`src/design/ior_pkg.sv`:
```
// shared types and constants for the image orientation remapper
// no dependencies; imported by ior_ctrl, ior_datapath, image_orientation_remap and the testbench
`default_nettype none

package ior_pkg;

	localparam int COLS_MAX    = 64;
	localparam int ROWS_MAX    = 64;
	localparam int STORE_DEPTH = COLS_MAX * ROWS_MAX;
	localparam int ADDR_W      = $clog2(STORE_DEPTH);
	localparam int CNT_W       = 13;
	localparam int DIM_W       = 7;
	localparam int COORD_W     = $clog2((COLS_MAX > ROWS_MAX) ? COLS_MAX : ROWS_MAX);
	localparam int PIX_W       = 32;
	localparam int CFG_ADDR_W  = 2;
	localparam int DIV_CNT_W   = $clog2(CNT_W);
	localparam int OUT_DATA_W  = ((PIX_W + DIM_W + 7) / 8) * 8;

	localparam logic [CFG_ADDR_W-1:0] REG_WIDTH  = 2'd0;
	localparam logic [CFG_ADDR_W-1:0] REG_HEIGHT = 2'd1;
	localparam logic [CFG_ADDR_W-1:0] REG_ORIENT = 2'd2;

	localparam logic MODE_LOAD = 1'b0;
	localparam logic MODE_PULL = 1'b1;

	typedef enum logic [2:0] {
		OR_IDENTITY,
		OR_FLIP_H,
		OR_ROT180,
		OR_FLIP_V,
		OR_TRANSPOSE,
		OR_ROT270,
		OR_TRANSVERSE,
		OR_ROT90
	} orient_t;

	typedef enum logic [2:0] {
		ST_IDLE,
		ST_MUL,
		ST_READ,
		ST_OUT,
		ST_DIV
	} state_t;

	typedef struct packed {
		logic load_acc;
		logic pull_acc;
		logic div_start;
		logic div_step;
		logic mem_rd;
		logic out_load;
	} cmd_t;

	typedef struct packed {
		logic pull_hit;
		logic div_last;
		logic out_free;
	} status_t;

endpackage

`default_nettype wire

```
`src/design/ior_ctrl.sv`:
```
// controller fsm of the orientation remapper: input handshake and sequencing
// depends on ior_pkg; drives the command struct of ior_datapath
`default_nettype none

module ior_ctrl import ior_pkg::*; (
	input  wire     clk,
	input  wire     arst_n,
	input  wire     s_tvalid,
	input  wire     s_tuser,
	output logic    s_tready,
	input  wire     cfg_we,
	input  status_t status,
	output cmd_t    cmd
);

	state_t state_q, state_d;
	logic   dirty_q;

	always_ff @(posedge clk or negedge arst_n) begin
		if (!arst_n) begin
			state_q <= ST_IDLE;
			dirty_q <= 1'b0;
		end else begin
			state_q <= state_d;
			// coordinates must be rebuilt from read_count after any register change
			if (cfg_we) begin
				dirty_q <= 1'b1;
			end else if (cmd.div_step && status.div_last) begin
				dirty_q <= 1'b0;
			end
		end
	end

	always_comb begin
		state_d = state_q;
		unique case (state_q)
			ST_IDLE: begin
				if (dirty_q) begin
					state_d = ST_DIV;
				end else if (cmd.pull_acc && status.pull_hit) begin
					state_d = ST_MUL;
				end
			end
			ST_MUL:  state_d = ST_READ;
			ST_READ: state_d = ST_OUT;
			ST_OUT: begin
				if (status.out_free) begin
					state_d = ST_IDLE;
				end
			end
			ST_DIV: begin
				// a write during the division restarts it with the new sizes
				if (cfg_we || status.div_last) begin
					state_d = ST_IDLE;
				end
			end
			default: state_d = ST_IDLE;
		endcase
	end

	always_comb begin
		s_tready      = (state_q == ST_IDLE) && !dirty_q && !cfg_we;
		cmd           = '0;
		cmd.load_acc  = s_tready && s_tvalid && (s_tuser == MODE_LOAD);
		cmd.pull_acc  = s_tready && s_tvalid && (s_tuser == MODE_PULL);
		cmd.div_start = (state_q == ST_IDLE) && dirty_q;
		cmd.div_step  = (state_q == ST_DIV);
		cmd.mem_rd    = (state_q == ST_READ);
		cmd.out_load  = (state_q == ST_OUT) && status.out_free;
	end

	a_busy_not_ready: assert property (@(posedge clk) disable iff (!arst_n)
		(state_q != ST_IDLE) |-> !s_tready)
		else $error("input ready while fsm busy");

	a_read_then_out: assert property (@(posedge clk) disable iff (!arst_n)
		(state_q == ST_READ) |=> (state_q == ST_OUT))
		else $error("store read not followed by output stage");

endmodule

`default_nettype wire

```
`config.mk`:
```
export PLATFORM = sky130hd
export DESIGN_NAME = ior_ctrl
export DESIGN_NICKNAME = d
export VERILOG_FILES = /design/src/design/ior_pkg.sv /design/src/design/ior_ctrl.sv
export SDC_FILE = /design/constraint.sdc
export NUM_CORES = 1
export LEC_CHECK = 0
export ABC_AREA = 1
export BUFFER_PORTS_ARGS = -buffer_cell sky130_fd_sc_hd__buf_2
export CAP_MARGIN = 5
export CORE_AREA = 10 10 47 49
export CTS_CLUSTER_DIAMETER = 60
export CTS_CLUSTER_SIZE = 20
export DETAILED_ROUTE_END_ITERATION = 10
export DIE_AREA = 0 0 57 59
export PLACE_DENSITY_LB_ADDON = 0.25
export SYNTH_ARGS = -nofsm -noshare
export SYNTH_HDL_FRONTEND = slang
export SYNTH_SLANG_ARGS = --single-unit
export TNS_END_PERCENT = 100
```
`constraint.sdc`:
```
create_clock -name clk -period 1.8 [get_ports clk]
set_clock_uncertainty 0.2 [all_clocks]
set_input_delay 0.09 -clock clk [delete_from_list [all_inputs] [get_ports clk]]
set_output_delay 0.09 -clock clk [all_outputs]
set_load 0.01 [all_outputs]
```
==> results.ini <==
[critical_path]
cp-end-kind = register
cpPeakStageDelay_ns = 0.54
rrSetupSlack_ns = 0.09
path_delay_family = buffers and inverters
r2r_start = state_q[1]
cp-start-kind = register
critPathRequiredTime_ns = 1.71
path_max_fanout = 3
slowest_stage = dlygate4sd3_1
r2r-end = dirty_q
critPathBufInv = 3
crit_chain = inv_1 -> nand2_2 -> nor2_4 -> inv_2 -> o21ai_1 -> nand2_1 -> dlygate4sd3_1
crit_type = reg -> reg
reg2regPathDepth = 7
worstPathArrival_ns = 1.62
worstSetupStartpoint = state_q[1]

[sta]
period_share_pct = 94.92
whs_ns = 0.006862
worst_pin_slew_ns = 0.2336
finalHoldViolCount = 0
fin_crit_ns = 1.708
fmax_mhz = 585.3
setup_violations = 0
rsz0062_at_grt = false
tns_ns = 0
max_slew_margin_pct = 84.31
final-max-slew-violation-count = 0
setup_slack_ns = 0.09150

[route]
viasPerCell = 3.987
drc_errors = 0
antenna_left = 0
routed_wl_um = 708
dr.pass1.iters = 2
via_count = 311
routedWlPerCell_um = 9.077
drt_iter0_drc = 2

[synth]
netlist.top_cell.by_area = dfrtp_1
syn_inst = 41
synth-adder-area-share_pct = 0
synthTopCellsByArea = dfrtp_1, inv_1, nand2_1, nand3_1, nor3_1
synthMuxAreaShare_pct = 0
synth_top_family_by_area = simple AND/OR/NAND/NOR gates
syn_area_per_cell_um2 = 7.110
synth-simple-area-share_pct = 48.50
yosys.area.top_type_share_pct = 34.33
synth-compound-area-share_pct = 1.717
syn-cell-area_um2 = 291.5
ys_seq_area_share_pct = 34.33
synth.ff_latch_count = 4
yosys_warnings = 0
synth.net_count = 49
synthXorXnorAreaFrac_pct = 0
synth.distinct_cells = 16

[cts]
cts_sinks = 4
cts_hold_buf = 5
ctsResizeCount = 0
cts_buffer_depth = 2
cts_max_level = 1
postCtsSetupBuffers = 0
numCtsBuffers = 3
cts_tree = done
insertion_delay_ns = 0.23
clkTransAtPathRegs_ns = 0.04
cts_root_buf = clkbuf_4

[global_routing]
grt_max_degree = 5
grt-ovfl-total = 0
grt_pass1_vias = 287
grtUsageTotal_pct = 4.376
antenna_found_initial = 0
grt_pass1_wl_mm = 1.173

[pwr]
netSwitchingPower_uw = 237.8
seq_power_share_pct = 28.9
p_sw_share_pct = 42.38
p_comb_share_pct = 51.9
p_clk_share_pct = 19.2
finalPower_uw = 561.2
power_leakage_uw = 0.0002563
p_int_uw = 323.3
powerDensity_nw_per_um2 = 1256
ir_drop_v = 0.0006607

[final_layout]
multi_input_area_um2 = 146.4
final.fill_count = 169
stdcell_count = 78
syn_to_final_growth_pct = 53.22
layout_commonest_cell = buf_2
mostFrequentLayoutCells = buf_2, inv_1, nand2_1
seq_area_um2 = 100.1
final_layout_size_suffix_gt1_share_pct = 38.71
nets = 72
diodes = 0

[job]
maxCapViolCount = 0

[die]
die_y_um = 59
start_util_pct = 20.80
die_area_um2 = 3363
num_rows = 14
io_pins = 15
die_w_um = 57
core_area_um2 = 1401

[worst_hold_path]
holdPathStages = 5
holdCritStartpoint = status[2]
holdPathEnd = state_q[0]
holdCritPathClass = in -> reg

[place]
place_ws_ns = 0.4709
gp_congestion = 0.7286
io_buffers = 14
place_inst = 70
dp_hpwl_um = 608.3

[run_status]
status = complete, no violations

[logic make-up after synthesis]
| kind of cell | Yosys count |
|---|---|
| AO/OA/AOI/OAI | 1 |
| buffers and inverters | 11 |
| flip-flops | 4 |
| AND/OR/NAND/NOR | 25 |
[how the worst max path moves through the flow]
stage | depth (start not counted) | endpoint
2_1_floorplan | 8 | state_q[0]
3_3_place_gp | 7 | state_q[0]
3_5_place_dp | 8 | state_q[0]
4_1_cts | 7 | dirty_q
5_1_grt | 7 | dirty_q
6_report | 7 | dirty_q
[worst register-to-register path: cells and delay by family (launching register included)]
| kind | cells | cell delay [ns] |
|---|---|---|
| buffers and inverters | 3 | 0.67 |
| DFF | 1 | 0.39 |
| and+or+nand+nor | 3 | 0.22 |
| AOI/OAI and AO/OA | 1 | 0.11 |
[cells in the mapped netlist, drive strengths merged]
master	count
nand3	3
nor3	4
o21ai	1
nand2	7
nor3b	2
buf	1
or2	2
inv	10
nor2	6
dfrtp	4
nand4	1
[power groups by stage]
stage,Combinational (uW),Clock (uW),Sequential (uW)
finish,291,108,162
global route,331,122,169
CTS,299,115,163
detailed placement,282,0,164
global placement,288,0,163
floorplan,228,0,155
[flip-flops by register name, summed over array words and instances (netlist names)]
name and cells:
state_q 3, dirty_q 1
[final cells by class]
class | instances | area share (%)
clock buffers | 3 | 5.042
inverters | 10 | 8.403
multi-input cells | 26 | 32.77
flip-flops and latches | 4 | 22.41
repair buffers | 19 | 26.89
well taps | 16 | 4.482
[metal layers]
metal	up-vias	global-route usage (%)	routed length, um	part of all wire [%]
li1	169	-	-	-
met1	132	5.144	334	47
met2	10	6.202	329	46
met3	0	3.219	45	6.4
met4	0	1.007	0	0
met5	-	0	0	0
[per-stage QoR]
stage	instance area, um^2	util (%)
floorplan	291.5	-
global placement	374.1	26.70
detailed placement	374.1	26.70
CTS	446.7	31.87
global route	446.7	31.87
finish	446.7	31.87
Power figures use the tool's default switching activity.
